File: src/design/gpzs_pkg.sv
// package: widths, register indexes and sizing constants for the grid zero-sum path checker
package gpzs_pkg;

    // largest grid side supported by default
    localparam int MAX_DIM_DEFAULT = 16;

    // width of the grid dimension registers
    localparam int DIM_W = 5;

    // width of the configuration register index
    localparam int CFG_IDX_W = 2;

    // configuration register indexes
    localparam logic [CFG_IDX_W-1:0] REG_GRID_ROWS = CFG_IDX_W'(0);
    localparam logic [CFG_IDX_W-1:0] REG_GRID_COLS = CFG_IDX_W'(1);

endpackage

File: src/design/gpzs_if.sv
// interfaces: configuration write, cell input and result channels
interface gpzs_cfg_if;
    logic                           valid;
    logic                           ready;
    logic [gpzs_pkg::CFG_IDX_W-1:0] index;
    logic [gpzs_pkg::DIM_W-1:0]     data;

    modport source (output valid, output index, output data, input ready);
    modport sink   (input valid, input index, input data, output ready);
endinterface

interface gpzs_cell_if;
    logic valid;
    logic ready;
    logic cell_negative;

    modport source (output valid, output cell_negative, input ready);
    modport sink   (input valid, input cell_negative, output ready);
endinterface

interface gpzs_result_if;
    logic valid;
    logic ready;
    logic zero_path_found;

    modport source (output valid, output zero_path_found, input ready);
    modport sink   (input valid, input zero_path_found, output ready);
endinterface

File: src/design/grid_path_zero_sum_check.sv
// top level: monotone zero-sum path check over a +1/-1 grid, one cell per cycle while no result stalls
//
// usage: write grid_rows (index 0) and grid_cols (index 1) on the cfg channel
// while the block is idle; each write restarts the grid at the top-left cell.
// a value of 0 acts as 1 and a value above MAX_DIM acts as MAX_DIM.
// cells then arrive on the cells channel in row-major order, one beat each.
// after the last cell of the grid one beat leaves on the results channel,
// zero_path_found = 1 if some right/down path sums to zero.
// throughput: one cell beat per cycle unless the compute stage holds a last
// cell that waits for the output register; the row of sum sets lives in a
// single-port-read memory with a registered read, read when a cell is taken
// and written back when it leaves the compute stage, with forwarding when a
// one column grid reads the entry that is being written.
// output: the last cell passes the compute stage register, then the output register.
// reset: grid size returns to 1 x 1, the position to the top-left cell and
// the pipeline and output register empty; the memory is not cleared, row 0
// never uses what it reads.
// stall: the result stays in its output register; cells keep flowing until
// the last cell of the next grid has to wait for that register to free.
module grid_path_zero_sum_check #(
    parameter int MAX_DIM = gpzs_pkg::MAX_DIM_DEFAULT
) (
    input  logic                 clk,
    input  logic                 rst_n,
    gpzs_cfg_if.sink             cfg,
    gpzs_cell_if.sink            cells,
    gpzs_result_if.source        results
);

    localparam int SUM_BIAS = 2 * MAX_DIM - 1;
    localparam int SET_W    = 2 * SUM_BIAS + 1;
    localparam int IDX_W    = (MAX_DIM > 1) ? $clog2(MAX_DIM) : 1;
    localparam int DIM_W    = gpzs_pkg::DIM_W;
    localparam logic [DIM_W-1:0] MAX_DIM_V = DIM_W'(MAX_DIM);
    localparam logic [DIM_W-1:0] ONE_V     = DIM_W'(1);

    // configuration registers
    logic [DIM_W-1:0] grid_rows_reg;
    logic [DIM_W-1:0] grid_cols_reg;
    logic [DIM_W-1:0] rows_eff;
    logic [DIM_W-1:0] cols_eff;

    // grid position of the next cell
    logic [IDX_W-1:0] row_reg;
    logic [IDX_W-1:0] col_reg;
    logic             last_col;
    logic             last_row;

    // row memory and read data
    logic [SET_W-1:0] row_mem [MAX_DIM];
    logic [SET_W-1:0] mem_q_reg;

    // compute stage
    logic             s1_valid_reg;
    logic             s1_neg_reg;
    logic             s1_first_row_reg;
    logic             s1_first_col_reg;
    logic             s1_last_reg;
    logic             s1_even_reg;
    logic [IDX_W-1:0] s1_col_reg;
    logic [SET_W-1:0] left_reg;
    logic             fwd_reg;
    logic [SET_W-1:0] fwd_data_reg;
    logic [SET_W-1:0] above;
    logic [SET_W-1:0] incoming;
    logic [SET_W-1:0] sums;
    logic             s1_advance;
    logic             cell_accept;
    logic             cfg_write;

    // output register
    logic             out_valid_reg;
    logic             out_found_reg;

    // effective grid size
    always_comb
    begin
        if (grid_rows_reg == '0)
            rows_eff = ONE_V;
        else if (grid_rows_reg > MAX_DIM_V)
            rows_eff = MAX_DIM_V;
        else
            rows_eff = grid_rows_reg;

        if (grid_cols_reg == '0)
            cols_eff = ONE_V;
        else if (grid_cols_reg > MAX_DIM_V)
            cols_eff = MAX_DIM_V;
        else
            cols_eff = grid_cols_reg;
    end

    assign last_col = (DIM_W'(col_reg) + ONE_V) == cols_eff;
    assign last_row = (DIM_W'(row_reg) + ONE_V) == rows_eff;

    // handshakes
    assign cfg.ready   = 1'b1;
    assign cfg_write   = cfg.valid && (cfg.index == gpzs_pkg::REG_GRID_ROWS ||
                                       cfg.index == gpzs_pkg::REG_GRID_COLS);
    assign s1_advance  = s1_valid_reg && (!s1_last_reg || !out_valid_reg || results.ready);
    assign cells.ready = !s1_valid_reg || s1_advance;
    assign cell_accept = cells.valid && cells.ready;

    // configuration registers and position counters
    always_ff @(posedge clk or negedge rst_n)
    begin
        if (!rst_n)
        begin
            grid_rows_reg <= ONE_V;
            grid_cols_reg <= ONE_V;
            row_reg       <= '0;
            col_reg       <= '0;
        end
        else if (cfg_write)
        begin
            if (cfg.index == gpzs_pkg::REG_GRID_ROWS)
                grid_rows_reg <= cfg.data;
            else
                grid_cols_reg <= cfg.data;
            row_reg <= '0;
            col_reg <= '0;
        end
        else if (cell_accept)
        begin
            if (last_col)
            begin
                col_reg <= '0;
                row_reg <= last_row ? '0 : row_reg + IDX_W'(1);
            end
            else
            begin
                col_reg <= col_reg + IDX_W'(1);
            end
        end
    end

    // compute stage control
    always_ff @(posedge clk or negedge rst_n)
    begin
        if (!rst_n)
            s1_valid_reg <= 1'b0;
        else if (cell_accept)
            s1_valid_reg <= 1'b1;
        else if (s1_advance)
            s1_valid_reg <= 1'b0;
    end

    // compute stage payload and forwarding of the entry being written
    always_ff @(posedge clk)
    begin
        if (cell_accept)
        begin
            s1_neg_reg       <= cells.cell_negative;
            s1_first_row_reg <= (row_reg == '0);
            s1_first_col_reg <= (col_reg == '0);
            s1_last_reg      <= last_col && last_row;
            s1_even_reg      <= rows_eff[0] ^ cols_eff[0];
            s1_col_reg       <= col_reg;
            fwd_reg          <= s1_advance && (s1_col_reg == col_reg);
            fwd_data_reg     <= sums;
        end
        if (s1_advance)
            left_reg <= sums;
    end

    // row memory: read at cell accept, write back when the cell completes
    always_ff @(posedge clk)
    begin
        if (cell_accept)
            mem_q_reg <= row_mem[col_reg];
        if (s1_advance)
            row_mem[s1_col_reg] <= sums;
    end

    // sum set of the current cell
    always_comb
    begin
        above = fwd_reg ? fwd_data_reg : mem_q_reg;
        if (s1_first_row_reg && s1_first_col_reg)
        begin
            incoming = '0;
            incoming[SUM_BIAS] = 1'b1;
        end
        else
        begin
            incoming = (s1_first_row_reg ? '0 : above) | (s1_first_col_reg ? '0 : left_reg);
        end
        sums = s1_neg_reg ? (incoming >> 1) : (incoming << 1);
    end

    // output register
    always_ff @(posedge clk or negedge rst_n)
    begin
        if (!rst_n)
            out_valid_reg <= 1'b0;
        else if (s1_advance && s1_last_reg)
            out_valid_reg <= 1'b1;
        else if (results.ready)
            out_valid_reg <= 1'b0;
    end

    always_ff @(posedge clk)
    begin
        if (s1_advance && s1_last_reg)
            out_found_reg <= s1_even_reg && sums[SUM_BIAS];
    end

    assign results.valid           = out_valid_reg;
    assign results.zero_path_found = out_found_reg;

endmodule
File: src/flat_wrapper.sv
// flat-port wrapper written by rule: the top's interface ports become plain ports
module grid_path_zero_sum_check_flat 
#(
    parameter int MAX_DIM = gpzs_pkg::MAX_DIM_DEFAULT
)
  (clk, rst_n, cfg_valid, cfg_index, cfg_data, cfg_ready, cells_valid, cells_cell_negative, cells_ready, results_valid, results_zero_path_found, results_ready);
  gpzs_cfg_if cfg_i ();
  gpzs_cell_if cells_i ();
  gpzs_result_if results_i ();
  input  logic clk;
  input  logic rst_n;
  input wire logic [$bits(cfg_i.valid)-1:0] cfg_valid;
  input wire logic [$bits(cfg_i.index)-1:0] cfg_index;
  input wire logic [$bits(cfg_i.data)-1:0] cfg_data;
  output wire logic [$bits(cfg_i.ready)-1:0] cfg_ready;
  input wire logic [$bits(cells_i.valid)-1:0] cells_valid;
  input wire logic [$bits(cells_i.cell_negative)-1:0] cells_cell_negative;
  output wire logic [$bits(cells_i.ready)-1:0] cells_ready;
  output wire logic [$bits(results_i.valid)-1:0] results_valid;
  output wire logic [$bits(results_i.zero_path_found)-1:0] results_zero_path_found;
  input wire logic [$bits(results_i.ready)-1:0] results_ready;
  assign cfg_i.valid = cfg_valid;
  assign cfg_i.index = cfg_index;
  assign cfg_i.data = cfg_data;
  assign cfg_ready = cfg_i.ready;
  assign cells_i.valid = cells_valid;
  assign cells_i.cell_negative = cells_cell_negative;
  assign cells_ready = cells_i.ready;
  assign results_valid = results_i.valid;
  assign results_zero_path_found = results_i.zero_path_found;
  assign results_i.ready = results_ready;
  grid_path_zero_sum_check #(.MAX_DIM(MAX_DIM)) u_core (.clk(clk), .rst_n(rst_n), .cfg(cfg_i), .cells(cells_i), .results(results_i));
endmodule
File: config.mk
export PLATFORM = sky130hd
export DESIGN_NAME = grid_path_zero_sum_check_flat
export DESIGN_NICKNAME = d
export VERILOG_FILES = /design/src/design/gpzs_pkg.sv /design/src/design/gpzs_if.sv /design/src/design/grid_path_zero_sum_check.sv /design/src/flat_wrapper.sv
export SDC_FILE = /design/constraint.sdc
export NUM_CORES = 1
export LEC_CHECK = 0
export BUFFER_PORTS_ARGS = -buffer_cell sky130_fd_sc_hd__buf_2
export CAP_MARGIN = 20
export CORE_AREA = 2 2 327 329
export DETAILED_ROUTE_END_ITERATION = 8
export DIE_AREA = 0 0 329 331
export SLEW_MARGIN = 20
export SYNTH_ARGS = -nofsm -noshare
export SYNTH_HDL_FRONTEND = slang
export SYNTH_SLANG_ARGS = --single-unit
File: constraint.sdc
create_clock -name clk -period 7.71 [get_ports clk]
set_clock_uncertainty 0.15 [all_clocks]
set_input_delay 0.771 -clock clk [delete_from_list [all_inputs] [get_ports clk]]
set_output_delay 0.771 -clock clk [all_outputs]
set_load 0.005 [all_outputs]
==> results.toml <==
[die]
dieArea_mm2 = 0.109
start_util = 0.449
rows = 119
die_h_um = 331
die_width_um = 329
io_pins = 17
core_area_mm2 = 0.105

[power]
clockPowerShare = 0.325
swShare = 0.253
power_frac_comb = 0.171
p_total_uw = 17300
p_leak_uw = 0.0165
ir_drop_uv = 205
total_switching_power_uw = 4370
cellPowerDensity_mw_per_mm2 = 327
power.internal_uw = 12900
p_seq_frac = 0.504

[synthesis]
yosys.area.top_type = "edfxtp_1"
synth_cell_types = 46
postSynth.asyncResetShare = 0.0163
synth_top_area_frac = 0.769
synth_cells = 1973
netlist_top_cells_area = "edfxtp_1, mux4_2, mux2_2"
synthFlopType = "edfxtp_1"
syn_area_mm2 = 0.0472
synth_edf_count = 1208
synth_most_common_cell = "edfxtp_1"
synth_commonest_cells = "edfxtp_1, mux4_2, mux2_2, mux2i_1, o2bb2ai_1"
ys_seq_area_frac = 0.780
syn_avg_cell_area_um2 = 23.9
synth_nets = 1990
ys_ff_latch = 1228
synth_warnings = 0

[clock_tree]
root_buffer = "clkbuf_16"
clkSinkCount = 1228
path_clk_slew_ns = 0.06
h-tree-depth = 3
clk_path_buf_depth = 3
postCtsSetupBuffers = 0
cts_tree = "built"
cts_hold_buf = 1
cts_buffers = 118
clock_latency_ns = 0.71
post_cts_resized = 0

[flow_run]
max-cap-violations = 0

[hold_path]
whs_path_depth = 1
hp-class = "in2reg"
whs_endpoint = "u_core.s1_neg_reg$_DFFE_PP_"
min-delay-start = "cells_cell_negative"

[layout]
final_core_utilization = 0.504
drive_gt1_frac = 0.295
areaGrowthSynthToFinish_pct = 12.1
largest_register_ffs = 1008
fin_nets = 2066
fin_area_mm2 = 0.0529
regMostFlops = "u_core.row_mem"
num-fill-cells = 8111
antenna_cells = 0

[sta]
setup_viol = 0
fin_crit_sh = 0.449
final_hold_viol_count = 0
period_needed_ns = 3.46
rsz0062_at_grt = "no"
fmax_mhz = 289
fin_tns_setup_ns = 0
slew_headroom = 0.256
maxSlewViolCount = 0
worst_slew_pin_slew_ns = 1.12

[drt]
top_layer_used = "met5"
num_vias = 20600
drc = 0
wl_met1_um = 42500
wl_per_cell_um = 27.9
drt_iter0_markers = 2226
wl_met3_um = 5820
first_pass_iters = 5
dr_wl_met2_um = 48200
routed_wl_um = 98800
via_per_inst = 5.81
ant_nets = 0

[critical_path]
critPathMaxFanout = 60
critPathArrivalTime_ns = 3.75
end_kind = "register"
crit_required_ns = 8.00
path_class = "reg2reg"
regToRegStartpoint = "u_core.col_reg[1]$_DFFE_PN0P_"
r2r_cells = 3
rr_endpoint = "u_core.mem_q_reg[32]$_DFFE_PP_"
path_cells = "buf_4 > mux4_2 > mux4_2"
slowest_delay_ns = 1.11
critPathMostFrequentCell = "mux4_2"
worst_setup_path_start_kind = "register"
ff2ff_setup_slack_ns = 4.25
cp_slowest_cell = "dfrtp_4"

[grt]
grt_pass1_vias = 21700
gr-total-overflow = 0
grt_max_degree = 115
grt_pass1_wl_um = 146000
grt_use_total = 0.184
antenna_found_initial = 1

[status]
status = "completed"

[placement]
postPlaceCellArea_mm2 = 0.0490
place_congestion = 0.731
dp_hpwl_um = 49500
port_buffers = 15
-- per-stage QoR --
step                      worst slack [ns]  hold slack (ns)  cells
after floorplan                     0.0722            0.273   1973
after global placement                3.31            0.368   3312
after detailed placement              3.46            0.381   3316
after CTS                             3.83           0.0585   3537
after global routing                  4.11           0.0796   3540
final                                 4.25            0.109   3540
-- critical path, delay by kind of cell, from the launching register on --
kind / cells / cell delay [ns]
buf+inv: 1 / 0.87
flops: 1 / 1.11
mux: 2 / 0.93
-- logic make-up after synthesis --
group / count (synthesis) / synth area share
buffers and inverters: 113 / 0.0124
AO/OA/AOI/OAI: 82 / 0.0140
multiplexers: 451 / 0.181
flip-flops: 1228 / 0.780
XOR/XNOR: 14 / 0.00289
adder cells (fa/ha/maj): 4 / 0.00106
AND/OR/NAND/NOR: 80 / 0.00881
other: 1 / 0.0000795
-- final cells by class --
type                    count  area, um^2  area share
clock buffers             146        3120      0.0590
clock inverters            74         648      0.0123
inverters                   8        31.3    0.000591
multi-input cells         632        9930       0.188
flip-flops and latches   1228       36800       0.696
well taps                1391        1740      0.0329
repair buffers             61         633      0.0120
-- power by group through the flow --
stage	registers [uW]	clock network [uW]	logic (uW)
3_5_place_dp	8870	0	2990
2_1_floorplan	8720	0	2210
6_report	8720	5610	2950
3_3_place_gp	8840	0	2890
4_1_cts	8730	5740	3000
5_1_grt	8770	5990	3190
-- worst max-delay path by stage --
stage                                     startpoint                                to  slack [ns]  depth (start not counted)
finish                 u_core.col_reg[1]$_DFFE_PN0P_    u_core.mem_q_reg[32]$_DFFE_PP_        4.25                          3
floorplan                              results_ready    u_core.row_mem[1][0]$_DFFE_PP_        0.07                          6
global route           u_core.col_reg[0]$_DFFE_PN0P_    u_core.mem_q_reg[42]$_DFFE_PP_        4.11                          3
global placement                       results_ready   u_core.row_mem[7][21]$_DFFE_PP_        3.31                          8
detailed placement                     results_ready  u_core.row_mem[13][20]$_DFFE_PP_        3.46                          8
CTS                 u_core.results.valid$_DFFE_PN0P_   u_core.row_mem[13][4]$_DFFE_PP_        3.83                          7
-- cell usage in the layout, fill, tap and decap left out, types with 14 or more instances in the layout --
master / count
mux2i_1: 67
clkbuf_1: 23
dfrtp_1: 14
mux4_2: 315
edfxtp_1: 1208
clkbuf_16: 119
mux2_2: 69
buf_4: 29
buf_2: 15
clkinv_2: 18
clkinv_1: 37
o2bb2ai_1: 61
-- layer usage --
layer	vias up	global-route usage
met5	-	0
met4	2	0.0526
met3	145	0.0312
met2	661	0.299
met1	11200	0.260
li1	8621	-
No activity file was read; power rests on OpenSTA's default activity.
